## src/hw/rtl/rthsv_pkg.sv

```systemverilog
package rthsv_pkg;

    localparam int PIX_W      = 8;    // channel width
    localparam int NUM_W      = 16;   // dividend width, holds 255 * 255
    localparam int QUO_W      = 8;    // quotient bits, one divider step each
    localparam int HUE_STEP   = 43;
    localparam int HUE_BASE_G = 85;
    localparam int HUE_BASE_B = 171;
    localparam int FULL_SCALE = 255;

    // which channel holds the maximum
    localparam logic [1:0] SEL_R = 2'd0;
    localparam logic [1:0] SEL_G = 2'd1;
    localparam logic [1:0] SEL_B = 2'd2;

    typedef struct packed {
        logic [1:0] sel;       // max channel code
        logic       neg;       // hue offset is negative
        logic       hue_zero;  // chroma is zero, hue forced to zero
    } hue_side_t;

endpackage

```

## src/hw/rtl/rthsv_front.sv

```systemverilog
module rthsv_front
    import rthsv_pkg::*;
(
    input  logic             aclk,
    input  logic [1:0]       en,          // per-stage load enables
    input  logic [PIX_W-1:0] red,
    input  logic [PIX_W-1:0] green,
    input  logic [PIX_W-1:0] blue,
    output logic [NUM_W-1:0] sat_num,
    output logic [PIX_W-1:0] sat_den,     // value, also carried as result
    output logic [NUM_W-1:0] hue_num,
    output logic [PIX_W-1:0] hue_den,     // chroma
    output hue_side_t        hue_side
);

    // stage 1: max / min, channel difference
    logic [PIX_W-1:0] hi_next, lo_next, chroma_next, absd_next;
    logic [1:0]       sel_next;
    logic [PIX_W:0]   diff;
    logic             neg_next;

    logic [PIX_W-1:0] hi_reg, chroma_reg, absd_reg;
    logic [1:0]       sel_reg;
    logic             neg_reg;

    // stage 2: scaled numerators
    logic [NUM_W-1:0] sat_num_reg, hue_num_reg;
    logic [PIX_W-1:0] hi2_reg, chroma2_reg;
    hue_side_t        side_reg;

    always_comb begin
        // red wins ties, then green
        if (red >= green && red >= blue) begin
            sel_next = SEL_R;
            hi_next  = red;
            diff     = {1'b0, green} - {1'b0, blue};
        end else if (green >= blue) begin
            sel_next = SEL_G;
            hi_next  = green;
            diff     = {1'b0, blue} - {1'b0, red};
        end else begin
            sel_next = SEL_B;
            hi_next  = blue;
            diff     = {1'b0, red} - {1'b0, green};
        end
        lo_next = red;
        if (green < lo_next) lo_next = green;
        if (blue < lo_next) lo_next = blue;
        chroma_next = hi_next - lo_next;
        neg_next    = diff[PIX_W];
        absd_next   = neg_next ? PIX_W'(-diff) : diff[PIX_W-1:0];
    end

    always_ff @(posedge aclk) begin
        if (en[0]) begin
            hi_reg     <= hi_next;
            chroma_reg <= chroma_next;
            sel_reg    <= sel_next;
            neg_reg    <= neg_next;
            absd_reg   <= absd_next;
        end
    end

    always_ff @(posedge aclk) begin
        if (en[1]) begin
            // 255 * chroma as (chroma << 8) - chroma
            sat_num_reg <= NUM_W'({chroma_reg, {PIX_W{1'b0}}})
                         - NUM_W'(chroma_reg);
            hue_num_reg <= NUM_W'(absd_reg) * NUM_W'(HUE_STEP);
            hi2_reg     <= hi_reg;
            chroma2_reg <= chroma_reg;
            side_reg    <= '{sel: sel_reg, neg: neg_reg,
                             hue_zero: (chroma_reg == '0)};
        end
    end

    assign sat_num  = sat_num_reg;
    assign sat_den  = hi2_reg;
    assign hue_num  = hue_num_reg;
    assign hue_den  = chroma2_reg;
    assign hue_side = side_reg;

endmodule

```

## src/hw/rtl/rthsv_div.sv

```systemverilog
// Pipelined restoring divider, one quotient bit per stage, MSB first.
// Requires num < den * 2**QUO_W.
module rthsv_div
    import rthsv_pkg::*;
#(
    parameter int QUO_W_P = QUO_W,
    parameter int NUM_W_P = NUM_W,
    parameter int DEN_W_P = PIX_W,
    parameter int SIDE_W  = 1
) (
    input  logic               aclk,
    input  logic [QUO_W_P-1:0] en,
    input  logic [NUM_W_P-1:0] num,
    input  logic [DEN_W_P-1:0] den,
    input  logic [SIDE_W-1:0]  side_in,
    output logic [QUO_W_P-1:0] quo,
    output logic [SIDE_W-1:0]  side_out
);

    localparam int CW = NUM_W_P + QUO_W_P;

    logic [NUM_W_P-1:0] rem_reg  [QUO_W_P];
    logic [DEN_W_P-1:0] den_reg  [QUO_W_P];
    logic [QUO_W_P-1:0] quo_reg  [QUO_W_P];
    logic [SIDE_W-1:0]  side_reg [QUO_W_P];

    for (genvar k = 0; k < QUO_W_P; k++) begin : g_step
        logic [NUM_W_P-1:0] rem_in;
        logic [DEN_W_P-1:0] den_in;
        logic [QUO_W_P-1:0] quo_in;
        logic [SIDE_W-1:0]  side_i;
        logic [CW-1:0]      shd;
        logic [CW-1:0]      remx;
        logic               ge;

        if (k == 0) begin : g_first
            assign rem_in = num;
            assign den_in = den;
            assign quo_in = '0;
            assign side_i = side_in;
        end else begin : g_rest
            assign rem_in = rem_reg[k-1];
            assign den_in = den_reg[k-1];
            assign quo_in = quo_reg[k-1];
            assign side_i = side_reg[k-1];
        end

        assign shd  = CW'(den_in) << (QUO_W_P - 1 - k);
        assign remx = CW'(rem_in);
        assign ge   = (remx >= shd);

        always_ff @(posedge aclk) begin
            if (en[k]) begin
                rem_reg[k]  <= ge ? NUM_W_P'(remx - shd) : rem_in;
                den_reg[k]  <= den_in;
                quo_reg[k]  <= quo_in | (QUO_W_P'(ge) << (QUO_W_P - 1 - k));
                side_reg[k] <= side_i;
            end
        end
    end

    assign quo      = quo_reg[QUO_W_P-1];
    assign side_out = side_reg[QUO_W_P-1];

endmodule

```

## src/hw/rtl/rgb_to_hsv_8bit.sv

```systemverilog
// RGB to HSV converter, 8 bits per channel. One pixel transfer is taken per
// clock while s_tready is high, and one HSV transfer comes out per pixel, in
// order. The pipeline has two front stages (max/min and chroma, then the
// scaled numerators), eight restoring-divider stages that each settle one
// quotient bit, and an output register. The divider depth sets the latency;
// throughput is one pixel per clock whenever the result side keeps m_tready
// high. Each stage holds its own valid bit and loads whenever it is empty or
// the stage after it moves, so bubbles close up under back-pressure and a
// stalled result never blocks earlier stages that still have room.
// Value is the largest channel; saturation is floor(255 * chroma / value),
// zero for black; hue is 0/85/171 for a red/green/blue maximum (red, then
// green, wins ties) plus 43 * difference / chroma truncated toward zero,
// wrapping mod 256, and is zero for grey and black pixels.
module rgb_to_hsv_8bit
    import rthsv_pkg::*;
(
    input  logic        aclk,
    input  logic        aresetn,
    // pixel in
    input  logic        s_tvalid,
    output logic        s_tready,
    input  logic [23:0] s_tdata,   // red_in [7:0], green_in [15:8], blue_in [23:16]
    // HSV out
    output logic        m_tvalid,
    input  logic        m_tready,
    output logic [23:0] m_tdata    // hue_out [7:0], sat_out [15:8], val_out [23:16]
);

    localparam int FRONT_N = 2;                    // front stages
    localparam int NSTG    = FRONT_N + QUO_W + 1;  // total pipeline stages
    localparam int OUT_IDX = NSTG - 1;

    logic [NSTG-1:0] v_reg, v_next;   // per-stage valid
    logic [NSTG:0]   en;              // per-stage load enable

    // front outputs
    logic [NUM_W-1:0] sat_num, hue_num;
    logic [PIX_W-1:0] sat_den, hue_den;
    hue_side_t        front_side;

    // divider outputs
    logic [QUO_W-1:0] sat_q, hue_q;
    logic [PIX_W-1:0] val_d;
    hue_side_t        side_d;

    logic [PIX_W-1:0] hue_next, sat_next, base;
    logic [PIX_W-1:0] hue_reg, sat_reg, val_reg;

    // A stage may load when it is empty or its contents move on.
    always_comb begin
        en[NSTG] = m_tready;
        for (int k = NSTG - 1; k >= 0; k--) begin
            en[k] = !v_reg[k] || en[k+1];
        end
    end

    always_comb begin
        v_next[0] = en[0] ? s_tvalid : v_reg[0];
        for (int k = 1; k < NSTG; k++) begin
            v_next[k] = en[k] ? v_reg[k-1] : v_reg[k];
        end
    end

    always_ff @(posedge aclk) begin
        if (!aresetn) begin
            v_reg <= '0;
        end else begin
            v_reg <= v_next;
        end
    end

    assign s_tready = en[0];
    assign m_tvalid = v_reg[OUT_IDX];

    rthsv_front u_front (
        .aclk     (aclk),
        .en       (en[FRONT_N-1:0]),
        .red      (s_tdata[7:0]),
        .green    (s_tdata[15:8]),
        .blue     (s_tdata[23:16]),
        .sat_num  (sat_num),
        .sat_den  (sat_den),
        .hue_num  (hue_num),
        .hue_den  (hue_den),
        .hue_side (front_side)
    );

    // saturation: 255 * chroma / value, value rides along as sideband
    rthsv_div #(
        .QUO_W_P (QUO_W),
        .NUM_W_P (NUM_W),
        .DEN_W_P (PIX_W),
        .SIDE_W  (PIX_W)
    ) u_div_sat (
        .aclk     (aclk),
        .en       (en[FRONT_N+QUO_W-1:FRONT_N]),
        .num      (sat_num),
        .den      (sat_den),
        .side_in  (sat_den),
        .quo      (sat_q),
        .side_out (val_d)
    );

    // hue offset magnitude: 43 * |diff| / chroma, at most 43
    rthsv_div #(
        .QUO_W_P (QUO_W),
        .NUM_W_P (NUM_W),
        .DEN_W_P (PIX_W),
        .SIDE_W  ($bits(hue_side_t))
    ) u_div_hue (
        .aclk     (aclk),
        .en       (en[FRONT_N+QUO_W-1:FRONT_N]),
        .num      (hue_num),
        .den      (hue_den),
        .side_in  (front_side),
        .quo      (hue_q),
        .side_out (side_d)
    );

    // Final stage: add signed offset to the sector base, force the
    // black and grey cases.
    always_comb begin
        case (side_d.sel)
            SEL_R:   base = '0;
            SEL_G:   base = PIX_W'(HUE_BASE_G);
            SEL_B:   base = PIX_W'(HUE_BASE_B);
            default: base = '0;
        endcase
        if (side_d.hue_zero) begin
            hue_next = '0;
        end else if (side_d.neg) begin
            hue_next = base - hue_q;
        end else begin
            hue_next = base + hue_q;
        end
        // divide by zero value: black pixel
        sat_next = (val_d == '0) ? '0 : sat_q;
    end

    always_ff @(posedge aclk) begin
        if (en[OUT_IDX]) begin
            hue_reg <= hue_next;
            sat_reg <= sat_next;
            val_reg <= val_d;
        end
    end

    assign m_tdata = {val_reg, sat_reg, hue_reg};

endmodule

```

## config.mk

```make
export PLATFORM = sky130hd
export DESIGN_NAME = rgb_to_hsv_8bit
export DESIGN_NICKNAME = d
export VERILOG_FILES = /design/src/hw/rtl/rthsv_pkg.sv /design/src/hw/rtl/rthsv_front.sv /design/src/hw/rtl/rthsv_div.sv /design/src/hw/rtl/rgb_to_hsv_8bit.sv
export SDC_FILE = /design/constraint.sdc
export NUM_CORES = 1
export LEC_CHECK = 0
export CORE_UTILIZATION = 45
export DETAILED_ROUTE_END_ITERATION = 8
export DONT_BUFFER_PORTS = 1
export PLACE_DENSITY_LB_ADDON = 0.3
export SYNTH_ARGS = -nofsm -noshare
export SYNTH_HDL_FRONTEND = slang
export SYNTH_HIERARCHICAL = 1
export SYNTH_SLANG_ARGS = --single-unit
```

## constraint.sdc

```tcl
create_clock -name aclk -period 8.6 [get_ports aclk]
set_input_delay 2.15 -clock aclk [delete_from_list [all_inputs] [get_ports aclk]]
set_output_delay 2.15 -clock aclk [all_outputs]
set_load 0.02 [all_outputs]
```

# After elaboration in Yosys (flattened, before gate mapping)
# Memory sizes are Yosys's and may differ from the RTL's. A register that Yosys moved wholly into a read port is not among the register bits.
# Cells that the tools add are included.
# word_totals
regBits	104
latchBits	0
mem_bits_rw	608
mem_bits_ro	0
in_bits	28
out_inout_bits	26
word_cells	162
n_memories	8
# mem_list
memory	words	width	read_ports	rd_clocked_by_memory_dff	write_ports	line_no	source
u_div_hue.rem_reg	8	16	7	0	8	rthsv_div.sv:22	logic [NUM_W_P-1:0] rem_reg [QUO_W_P];
u_div_sat.rem_reg	8	16	7	0	8	rthsv_div.sv:22	
u_div_hue.den_reg	8	8	7	0	8	rthsv_div.sv:23	logic [DEN_W_P-1:0] den_reg [QUO_W_P];
u_div_hue.quo_reg	8	8	8	0	8	rthsv_div.sv:24	logic [QUO_W_P-1:0] quo_reg [QUO_W_P];
u_div_sat.den_reg	8	8	7	0	8	rthsv_div.sv:23	
u_div_sat.quo_reg	8	8	8	1	8	rthsv_div.sv:24	
+2 memories	--	--	--	--	--	--	
# classes
addsub	24
mul	1
n_div	0
magnitude_cmp	21
n_eq_ne	2
n_shift	0
n_mux	42
bitwise_logic	14
reduce_logical	25
# ops
cell	n
$mux W16	16
$mux W8	6
$sub A16 B8 Y16	3
$ge A16 B10 Y1	2
$ge A16 B11 Y1	2
$ge A16 B12 Y1	2
$ge A16 B13 Y1	2
$ge A16 B14 Y1	2
$ge A16 B8 Y1	2
$ge A16 B9 Y1	2
$sub A16 B10 Y16	2
$sub A16 B11 Y16	2
$sub A16 B12 Y16	2
$sub A16 B13 Y16	2
$sub A16 B14 Y16	2
$sub A16 B9 Y16	2
$sub A8 B8 Y9	3
$ge A8 B8 Y1	3
$mux W9	2
$ge A16 B15 Y1	1
$logic_not A8 Y1	2
$lt A8 B8 Y1	2
$mux W1	16
$or A8 B1 Y8	2
other kinds (20)	47

# Longest topological paths before layout
# Gate-level depths: netlist of run 1.
# depth
word_depth	12
ltp_mapped	26
mapped_depth_nobuf	25

# By module
# Netlist of run 1, hierarchy kept.
# by_module_without_submodules
module	instances	cells_each	area_each_um2	seq_area_each_um2
rthsv_div at u_div_sat	1	897	12211.7	8047.7
rthsv_div at u_div_hue	1	865	11263.3	7086.8
rthsv_front	1	541	5695.5	2282.2
rgb_to_hsv_8bit	1	155	1752.9	940.9

# Worst setup path before layout of run 1
# OpenSTA, ideal clock, no wires.
# synth_timing
path_kind	input -> register
startpoint	input port s_tdata[10]
endpoint	register u_front.chroma_reg[7], data pin
setup_ns	0.260
t_arrival_ns	6.335
required_time_ns	8.340
slack_ns	2.005
cell_stages	26
path_buffers	2
path_cell_list	inv_1 ha_1 o21ai_1 a21oi_1 o31ai_4 a21oi_4 clkbuf_1 nor2_1 a21oi_1 ha_1 nand4_1 nor2_1 a211oi_1 nand3_2 buf_2 o21ai_1 ha_1 nor2b_1 o21ai_0 a21boi_0 o21ai_0 nand2b_1 a21o_1 a21oi_1 xnor2_1 xnor2_1
# synth_between
elab_chain_cells	5
word_cells_on_any_way	10
classes_between	add/sub: 1; order compare: 4; mux: 4; reduce/logical: 1
# synth_lines
element	line_no	source
start: declaration	rgb_to_hsv_8bit.sv:22	input logic [23:0] s_tdata,
$lt A8 B8 Y1	rthsv_front.sv:47	if (green < lo_next) lo_next = green;
$mux W8	rthsv_front.sv:47	
$lt A8 B8 Y1	rthsv_front.sv:48	if (blue < lo_next) lo_next = blue;
$mux W8	rthsv_front.sv:48	
$sub A8 B8 Y8 (*)	rthsv_front.sv:49	chroma_next = hi_next - lo_next;
named net u_front.chroma_next[7]	rthsv_front.sv:17	logic [PIX_W-1:0] hi_next, lo_next, chroma_next, absd_next;
end signal: assignment	rthsv_front.sv:57	chroma_reg <= chroma_next;
end: declaration	rthsv_front.sv:22	logic [PIX_W-1:0] hi_reg, chroma_reg, absd_reg;
# Mark *: on every way through the listed nets, which the timed path passes. The rest lies on a longest branch.
# A chain may end at the register's enable or synchronous reset.

# Worst setup path in the final report of run 1
# Same ends and word-level chain as after synthesis.

==> results of run 1 <==
[layer usage]
metal	wire length [µm]	share of wire, %
met4	2066	4.0
met2	25200	49
met3	2195	4.3
met5	15	0.029
met1	21820	43
[how the worst max path moves through the flow]
stage                     slack (ps)   startpoint                    end
after CTS                       2190  s_tdata[10]  u_front/chroma_reg[7]
after detailed placement        1540  s_tdata[10]  u_front/chroma_reg[7]
after global placement          1590  s_tdata[10]  u_front/chroma_reg[7]
final                           2160  s_tdata[10]  u_front/chroma_reg[7]
after global routing            1670   s_tdata[9]  u_front/chroma_reg[7]
after floorplan                 2010  s_tdata[10]  u_front/chroma_reg[7]
[kinds of logic after synthesis]
| family | Yosys count | share of synthesized area [%] |
|---|---|---|
| XOR/XNOR | 149 | 4.220 |
| AND/OR/NAND/NOR | 595 | 9.881 |
| buffers and inverters | 290 | 3.726 |
| flip-flops | 615 | 59.36 |
| multiplexers | 38 | 1.315 |
| adder cells (fa/ha/maj) | 241 | 10.43 |
| AO/OA/AOI/OAI | 529 | 11.05 |
| other | 1 | 0.01213 |
[area by class of cell]
cell class	instances	area, µm²	share of cell area, %
sequential	615	18360	54.01
multi-input combinational	1554	11440	33.65
clock buffer	68	1541	4.535
tap	873	1092	3.214
inverter	257	967.2	2.846
clock inverter	43	518.0	1.524
timing repair buffer	10	75.07	0.2209
[through the flow]
step	setup WS [ps]	hold slack, ps	utilization, %
final	2157	408.6	50.25
after global routing	1667	408.8	50.25
after CTS	2190	400.8	50.25
after detailed placement	1536	404.5	47.21
after global placement	1589	402.1	47.21
after floorplan	2005	400.3	-
[power breakdown]
part           internal (mW)  switching (mW)  leakage [nW]
clock network           1.62            1.06          1.01
registers               5.11           0.736          6.44
logic                   2.73            3.32          5.92
[placed cells by master (no fill, tap or decap), types with 14 or more instances in the layout]
| cell type | netlist | final |
|---|---|---|
| edfxtp_1 | 604 | 604 |
| or4_1 | 15 | 15 |
| inv_1 | 256 | 252 |
| nand2b_1 | 28 | 28 |
| xnor2_1 | 85 | 85 |
| a21oi_1 | 134 | 134 |
| a21o_1 | 28 | 28 |
| a31oi_1 | 20 | 20 |
| o21a_1 | 37 | 37 |
| mux2i_1 | 17 | 17 |
| nor2b_1 | 38 | 38 |
| mux2_2 | 21 | 21 |
| o21ai_0 | 154 | 154 |
| nor2_1 | 150 | 150 |
| fa_1 | 28 | 28 |
| o21ai_1 | 23 | 23 |
| nand3_1 | 24 | 23 |
| o21bai_1 | 15 | 15 |
| clkbuf_16 | 0 | 60 |
| nor4_1 | 28 | 28 |
| clkinv_2 | 0 | 15 |
| nor3_1 | 37 | 37 |
| ha_1 | 213 | 213 |
| nand2_1 | 172 | 169 |
| o31ai_1 | 19 | 19 |
| xor2_1 | 64 | 64 |
| a21boi_0 | 14 | 14 |
[worst reg2reg max path, stage by stage (launching register included)]
cell,delay [ps]
edfxtp_1,470
ha_1,330
ha_1,290
ha_1,300
ha_1,230
fa_1,470
a21o_1,180
a21oi_1,220
o21bai_1,90
a21oi_1,220
o21bai_1,80
a21oi_1,220
o21bai_1,90
a21oi_1,170
xnor2_1,80
==> metrics.yaml, run 1 <==
worst_hold_path:
  holdPathEnd: "u_div_hue/side_reg[1][0]"
  whs_path_depth: 0
  hold_class: "reg -> reg"
  hold_path.startpoint: "u_div_hue/side_reg[0][12]"
synth:
  ys_top_cells_by_area: "edfxtp_1 (59%), ha_1 (8.6%), inv_1 (3.1%)"
  synth_edf_count: 604
  async_reset_ff_share_pct: 0
  synth.distinct_cells: 95
  yosysWarnings: 6
  synth_top_cells_by_count: "edfxtp_1 (604), inv_1 (256), ha_1 (213), nand2_1 (172), o21ai_0 (154)"
  syn-cell-area_um2: 30920
  ys.flop_type: "edfxtp_1"
  yosysSeqAreaShare_pct: 59.36
  syn-instance-count: 2458
  synth_top_area_share_pct: 58.65
  yosys.area.top_type: "edfxtp_1"
  ys_ff_latch: 615
  yosysMostFrequentCell: "edfxtp_1"
  syn_area_per_cell_um2: 12.58
cells_and_area:
  antennaDiodeCount: 0
  fill_cells: 5632
  final_cell_count_no_fill: 3420
  drive_above_1_share_pct: 7.578
  nNetsFinal: 2766
  final_area_um2: 33990
  syn2layout_area_growth_pct: 9.913
detailed_routing:
  vias: 17987
  avgViaCountPerCell: 5.259
  wire_per_inst_um: 15.00
  drtPass1Iterations: 5
  routed_wirelength_um: 51300
  drc: 0
  ant_nets: 0
  drt_iter0_drc: 743
pwr:
  vdd_drop_max_uv: 210.3
  powerDensity_nw_per_um2: 429.0
  leakagePower_nw: 13.37
  finalPower_mw: 14.58
global_routing:
  grt_pass1_vias: 18238
  grt_busiest_layer: "met2"
  overflow: 0
  use_met1_pct: 17.06
  grt_usage_pct: 14.80
  grt_pass1_wl_um: 85840
  antenna_found_initial: 1
  met2_usage_pct: 26.39
  grtUsageMet3_pct: 3.095
  grt_max_degree: 75
timing:
  grt_setup_unrepaired: "no"
  finClkSkew_ps: 15.52
  tightest_slew_ps: 1094
  tns_ps: 0
  hold_violations: 0
  maxSlewViolCount: 0
  timing.fmax_mhz: 155.2
  setup_viol: 0
  period_minus_slack_ps: 6443
  slew_headroom_pct: 26.94
  period_share_pct: 74.92
placement:
  dp_cells: 3309
  gp_congestion: 0.8647
  dpl_cell_area_um2: 31930
  hpwl_um: 39150
  numPortBuffers: 0
status:
  status: "complete, no violations"
die:
  fp.dieW_um: 264.1
  fp.dieH_um: 264.1
  fp.dieArea_um2: 69770
  core-area_um2: 67630
  initial_utilization_pct: 45.72
  pin_count: 54
  rows: 95
critical_path:
  path_class: "in -> reg"
  required_ps: 8960
  slowest_stage: "a21oi_4"
  path_depth: 24
  worstPathCellList: "inv_1 > ha_1 > o21ai_1 > a21oi_1 > o31ai_4 > a21oi_4 > nor2_1 > a21oi_1 > ha_1 > nand4_1 > nor2_1 > a211oi_1 > nand3_2 > o21ai_1 > ha_1 > nor2b_1 > o21ai_0 > a21boi_0 > o21ai_0 > nand2b_1 > a21o_1 > a21oi_1 > xnor2_1 > xnor2_1"
  crit_arrival_ps: 6800
  critPathMaxFanout: 15
  rrSetupSlack_ps: 4910
  critical_path.top_delay_family: "compound AO/OA/AOI/OAI gates"
  path_buf_inv: 1
  cp-end-kind: "flip-flop"
  startpoint_type: "primary input"
  max_stage_delay_ps: 370
  rr_startpoint: "u_front/absd_reg[2]"
  timing.rr.end: "u_front/hue_num[13]"
  reg2regPathDepth: 14
cts:
  clock_sinks: 615
  clk_pin_slew_ps: 60
  h-tree-depth: 2
  postCtsHoldBufs: 0
  clk_path_buf_depth: 3
  cts_root_buf: "clkbuf_16"
  worstSkewPairLatency_ps: 610
  cts_resized: 0
  post_cts_buffers: 0
  cts_tree: "done"
  cts-buffers-inserted: 59
job:
  max-cap-violations: 0
No activity file was read; power rests on OpenSTA's default activity.
==> run 2: changes to the inputs <==
==> constraint.sdc (replaced) <==
create_clock -name aclk -period 5.5 [get_ports aclk]
set_input_delay 1.375 -clock aclk [delete_from_list [all_inputs] [get_ports aclk]]
set_output_delay 1.375 -clock aclk [all_outputs]
set_load 0.02 [all_outputs]
==> run 2 against run 1 <==
Critical path depth did not move. Via count grew 0.55%. Final cell count increased by 0.91%. Die area stayed put. Routed wire length grew 0.56%. Clock-buffer cell count up 5. Worst hold slack lost 5.4 ps. Global-route usage about the same. Combinational power rose by 58%. Utilization grew 0.14 points. Sequential cell count did not move. Non-clock buffer count up 35. Largest cell class unchanged.
==> metrics.yaml, run 2 (synthesis gave the netlist of run 1 again) <==
timing:
  maxSlewViolCount: 0  # unchanged
  tightest_slew_ps: 1098  # +3.798 ps
  finClkSkew_ps: 17.77  # +2.249 ps
  setup_ws_ps: 566.6  # -1591 ps
  hold_slack_ps: 403.3  # -5.368 ps
  setup_viol: 0  # unchanged
  hold_violations: 0  # unchanged
  grt_setup_unrepaired: "no"
  period_minus_slack_ps: 4933
  period_share_pct: 89.70
  tns_ps: 0  # unchanged
  slew_headroom_pct: 26.71  # -0.23 points
  timing.fmax_mhz: 202.7
global_routing:
  grt_max_degree: 74  # -1.3%
  grt_usage_pct: 14.76  # -0.040 points
  grt_pass1_wl_um: 85550  # -0.34%
  grt_pass1_vias: 18119  # -0.65%
  antenna_found_initial: 0  # -1
  overflow: 0  # unchanged
placement:
  dp_cells: 3344  # +1.1%
  post-place-ws_ps: -59.54  # -1596 ps
  numPortBuffers: 0  # unchanged
  hpwl_um: 39820  # +1.7%
  dpl_cell_area_um2: 32230  # +0.94%
  gp_congestion: 0.8820  # +2.0%
detailed_routing:
  wl_met1_um: 21880  # +0.30%
  drt_iter0_drc: 916  # +23%
  wire_per_inst_um: 14.95  # -0.35%
  drc: 0  # unchanged
  drtPass1Iterations: 5  # unchanged
  vias: 18086  # +0.55%
  avgViaCountPerCell: 5.241  # -0.35%
  routed_wirelength_um: 51580  # +0.56%
  routed.top_layer: "met4"
  ant_nets: 0  # unchanged
  wl_met2_um: 25770  # +2.2%
  dr_wl_met3_um: 2159  # -1.6%
pwr:
  vdd_drop_max_uv: 360.1  # +71%
  leakagePower_nw: 13.45  # +0.64%
  finalPower_mw: 22.56  # +55%
  powerDensity_nw_per_um2: 661.9  # +54%
cells_and_area:
  syn2layout_area_growth_pct: 10.22
  drive_above_1_share_pct: 8.689  # +1.1 points
  final_common_cell: "edfxtp_1"
  final_area_um2: 34080  # +0.28%
  nNetsFinal: 2800  # +1.2%
  antennaDiodeCount: 0  # unchanged
  final_cell_count_no_fill: 3451  # +0.91%
  utilization_pct: 50.39  # +0.14 points
  mostFrequentLayoutCells: "edfxtp_1 (604), inv_1 (252), ha_1 (211)"
cts:
  cts_tree: "done"
  worstSkewPairLatency_ps: 610  # about the same
  clock_sinks: 615  # unchanged
  cts_root_buf: "clkbuf_16"
  clk_path_buf_depth: 3  # unchanged
  postCtsHoldBufs: 0  # unchanged
  cts-buffers-inserted: 58  # -1.7%
  cts_resized: 0  # unchanged
  clk_pin_slew_ps: 60  # about the same
  h-tree-depth: 2  # unchanged
  post_cts_buffers: 0  # unchanged
critical_path:
  path_class: "in -> reg"
  startpoint_type: "primary input"
  required_ps: 5850  # -3110 ps
  crit_arrival_ps: 5290  # -1510 ps
  critPathMaxFanout: 10  # -5
  cp-end-kind: "flip-flop"
die:
  pin_count: 54  # unchanged
  rows: 95  # unchanged
  initial_utilization_pct: 45.72  # unchanged
  fp.dieH_um: 264.1  # unchanged
  fp.dieArea_um2: 69770  # unchanged
  core-area_um2: 67630  # unchanged
  fp.dieW_um: 264.1  # unchanged
job:
  max-cap-violations: 0  # unchanged
worst_hold_path:
  hold_class: "reg -> reg"
status:
  status: "complete, no violations"
[run 2: cell types whose count changed in the layout (fill, tap and decap cells not counted), sizes merged]
| cell | previous run | this run |
|---|---|---|
| buf | 10 | 45 |
| clkinvlp | 3 | 1 |
| bufinv | 11 | 5 |
| clkbuf | 68 | 73 |
| inv | 258 | 257 |
[run 2: worst paths after layout]
kind | from | end | slack [ps] | cells after the start
worst max-delay path | s_tdata[15] | u_front/chroma_reg[6] | 570 | 24
worst min-delay path | u_div_sat/side_reg[0][17] | u_div_sat/side_reg[0][25] | 400 | 0
worst max register to register | u_front/absd_reg[2] | u_front/hue_num[13] | 1800 | 14
worst min register to register | u_div_sat/side_reg[0][17] | u_div_sat/side_reg[0][25] | 400 | 0
[run 2: worst max-delay path, cell delays in order]
cell and delay [ps]:
inv_1 20, ha_1 280, and3_4 200, o21a_1 160
o31ai_4 100, a21oi_4 280, nor2_1 70, a21oi_1 200
ha_1 280, nand4_1 140, nor2_1 90, a211oi_2 240
nand3_2 130, buf_4 170, a21oi_1 170, ha_1 190
inv_1 60, fa_1 430, nand2_1 80, nand2_1 50
a21oi_1 210, o21bai_1 80, a21oi_1 180, xnor2_1 80
[run 2: cell type report]
type,count,area (µm²)
Multi-Input combinational cell,1554,11470
Sequential cell,615,18360
Clock inverter,34,294.0
Clock buffer,73,1559
Inverter,257,967.2
Fill cell,5691,33550
Timing Repair Buffer,45,337.8
Tap cell,873,1092
[run 2: layer usage]
layer	up-vias	track usage (%)
met2	324	26.66
li1	9151	-
met3	117	3.067
met5	-	0
met4	0	5.908
met1	8494	16.98
[run 2: where the power goes]
| part | internal (mW) | switching [mW] | leakage, nW |
|---|---|---|---|
| clock | 2.23 | 1.61 | 0.922 |
| combinational | 4.33 | 5.23 | 6.09 |
| sequential | 8.00 | 1.15 | 6.44 |
| total | 14.6 | 8.00 | 13.5 |
==> run 3: changes to the inputs <==
--- a/config.mk
+++ b/config.mk
@@ -5,10 +5,13 @@
 export SDC_FILE = /design/constraint.sdc
 export NUM_CORES = 1
 export LEC_CHECK = 0
+export CELL_PAD_IN_SITES_DETAIL_PLACEMENT = 0
+export CELL_PAD_IN_SITES_GLOBAL_PLACEMENT = 1
 export CORE_UTILIZATION = 45
 export DETAILED_ROUTE_END_ITERATION = 8
 export DONT_BUFFER_PORTS = 1
 export PLACE_DENSITY_LB_ADDON = 0.3
+export SLEW_MARGIN = 20
 export SYNTH_ARGS = -nofsm -noshare
 export SYNTH_HDL_FRONTEND = slang
 export SYNTH_HIERARCHICAL = 1
==> run 3 against run 2 <==
Die area unchanged. First-iteration DRC count decreased by 2.8%. Routed wire length increased by 3.0%. Worst setup slack got worse by 170 ps. Via count decreased by 0.55%. Clock power increased by 11%. Sequential cell count unchanged. Critical path depth increased by 1. Largest power group unchanged. Non-clock buffer count decreased by 2. Final area increased by 0.78%. Total power increased by 1.6%. Combinational power decreased by 0.8%.
==> metrics.yaml, run 3 (synthesis gave the netlist of run 1 again) <==
detailed_routing:
  vias: 17986  # -0.55%
  drt_iter0_drc: 890  # -2.8%
  routed_wirelength_um: 53110  # +3.0%
  ant_nets: 0  # unchanged
  avgViaCountPerCell: 5.198  # -0.81%
  wire_per_inst_um: 15.35  # +2.7%
  drc: 0  # unchanged
  drtPass1Iterations: 7  # +2
critical_path:
  crit_arrival_ps: 5430  # +140 ps
  max_stage_delay_ps: 320  # -110 ps
  rrSetupSlack_ps: 1820  # +20 ps
  rr_startpoint: "u_front/absd_reg[3]"
  reg2regPathDepth: 15  # +1
  critPathMaxFanout: 12  # +2
  path_class: "in -> reg"
  slowest_stage: "a21oi_4"
  startpoint_type: "primary input"
  timing.rr.end: "u_front/hue_num[13]"
  cp-end-kind: "flip-flop"
  required_ps: 5830  # -20 ps
job:
  max-cap-violations: 0  # unchanged
worst_hold_path:
  holdPathEnd: "u_div_sat/side_reg[0][17]"
  hold_class: "reg -> reg"
  hold_path.startpoint: "u_div_sat/side_reg[0][9]"
  whs_path_depth: 0  # unchanged
timing:
  slew_headroom_pct: 27.35  # +0.64 points
  period_share_pct: 92.73  # +3.0 points
  period_minus_slack_ps: 5100  # +166.7 ps
  timing.fmax_mhz: 196.1  # -3.3%
  finClkSkew_ps: 28.48  # +10.71 ps
  maxSlewViolCount: 0  # unchanged
  hold_violations: 0  # unchanged
  tightest_slew_ps: 1088  # -9.932 ps
  tns_ps: 0  # unchanged
  grt_setup_unrepaired: "no"
  setup_viol: 0  # unchanged
cells_and_area:
  final_common_cell: "edfxtp_1"
  antennaDiodeCount: 0  # unchanged
  mostFrequentLayoutCells: "edfxtp_1 (604), inv_1 (252), ha_1 (211)"
  syn2layout_area_growth_pct: 11.07
  drive_above_1_share_pct: 8.813  # +0.12 points
  nNetsFinal: 2806  # +0.21%
  fill_cells: 5714  # +0.40%
status:
  status: "complete, no violations"
cts:
  clk_path_buf_depth: 3  # unchanged
  clk_pin_slew_ps: 60  # about the same
  cts_root_buf: "clkbuf_16"
  worstSkewPairLatency_ps: 590  # -20 ps
  cts-buffers-inserted: 66  # +14%
  h-tree-depth: 3  # +1
  postCtsHoldBufs: 0  # unchanged
  cts_resized: 0  # unchanged
  cts_tree: "done"
  post_cts_buffers: 0  # unchanged
  clock_sinks: 615  # unchanged
die:
  fp.dieH_um: 264.1  # unchanged
  rows: 95  # unchanged
  fp.dieW_um: 264.1  # unchanged
  core-area_um2: 67630  # unchanged
  initial_utilization_pct: 45.72  # unchanged
  fp.dieArea_um2: 69770  # unchanged
  pin_count: 54  # unchanged
global_routing:
  use_met1_pct: 17.60  # +0.63 points
  antenna_found_initial: 0  # unchanged
  grtUsageMet3_pct: 2.862  # -0.21 points
  grt_max_degree: 74  # unchanged
  met2_usage_pct: 28.13  # +1.5 points
  grt_usage_pct: 15.30  # +0.54 points
  grt_pass1_wl_um: 87490  # +2.3%
  overflow: 0  # unchanged
  grt_pass1_vias: 17843  # -1.5%
  grt_busiest_layer: "met2"
pwr:
  intPower_mw: 14.87  # +2.1%
  switching_share_pct: 35.12  # -0.32 points
  powerDensity_nw_per_um2: 667.5  # +0.84%
  clockPowerShare_pct: 18.6  # +1.6 points
  p_comb_share_pct: 41.4  # -1.0 points
  power_switching_mw: 8.052  # +0.70%
  seqPwrFrac_pct: 40.0  # -0.6 points
  leakagePower_nw: 13.56  # +0.78%
  finalPower_mw: 22.93  # +1.6%
  vdd_drop_max_uv: 292.7  # -19%
placement:
  gp_congestion: 0.8798  # -0.25%
  hpwl_um: 40660  # +2.1%
  numPortBuffers: 0  # unchanged
==> run 3: cell types whose count changed in the layout (fill, tap and decap cells not counted), sizes merged <==
cell,previous run,this run
clkinv,28,22
inv,257,261
buf,45,43
clkbuf,73,86
==> run 3: final cells by class <==
cell class                      instances  area (µm²)  area share, %
Multi-Input combinational cell       1554       11480          33.43
Sequential cell                       615       18360          53.45
Timing Repair Buffer                   43       322.8         0.9398
Tap cell                              873        1092          3.180
Inverter                              257       967.2          2.816
Clock buffer                           86        1799          5.238
Clock inverter                         32       326.6         0.9508
==> run 3: critical path: cells and delay by family <==
kind	cells	cell delay, ps
buf+inv	1	30
xor+xnor	2	240
fa+ha+maj	3	840
simple gates	7	730
compound gates	12	2190
==> run 3: worst max-delay path by stage <==
stage | from | to | slack, ps | depth (start not counted)
4_1_cts | s_tdata[9] | u_front/chroma_reg[7] | 360 | 25
2_1_floorplan | s_tdata[13] | u_front/chroma_reg[7] | 7 | 26
6_report | s_tdata[9] | u_front/chroma_reg[7] | 400 | 25
3_3_place_gp | s_tdata[15] | u_front/chroma_reg[7] | -170 | 25
3_5_place_dp | s_tdata[9] | u_front/chroma_reg[7] | -230 | 25
5_1_grt | s_tdata[11] | u_front/chroma_reg[7] | 2 | 25
==> run 3: power by group through the flow <==
stage	Combinational (mW)	Clock [mW]	Sequential, mW
2_1_floorplan	7.74	0	8.80
3_3_place_gp	9.19	0	9.23
5_1_grt	10.8	4.57	9.39
6_report	9.49	4.26	9.18
4_1_cts	9.51	4.39	9.20
3_5_place_dp	9.45	0	9.28
==> run 3: metal layers <==
layer  part of all wire [%]  vias up
met3                    3.9       86
met4                    2.4        0
li1                       -     9169
met1                     43     8422
met2                     51      309
met5                      0        -
==> run 3: per-stage QoR <==
step	utilization [%]	hold slack, ps	std cells	area [µm²]	setup slack [ps]
floorplan	-	400.3	2459	30980	7.029
global placement	47.63	403.5	3342	32210	-172.5
detailed placement	47.63	404.5	3342	32210	-233.9
CTS	50.77	396.4	3460	34340	361.4
global route	50.79	408.3	3460	34350	2.118
finish	50.79	399.7	3460	34350	399.9
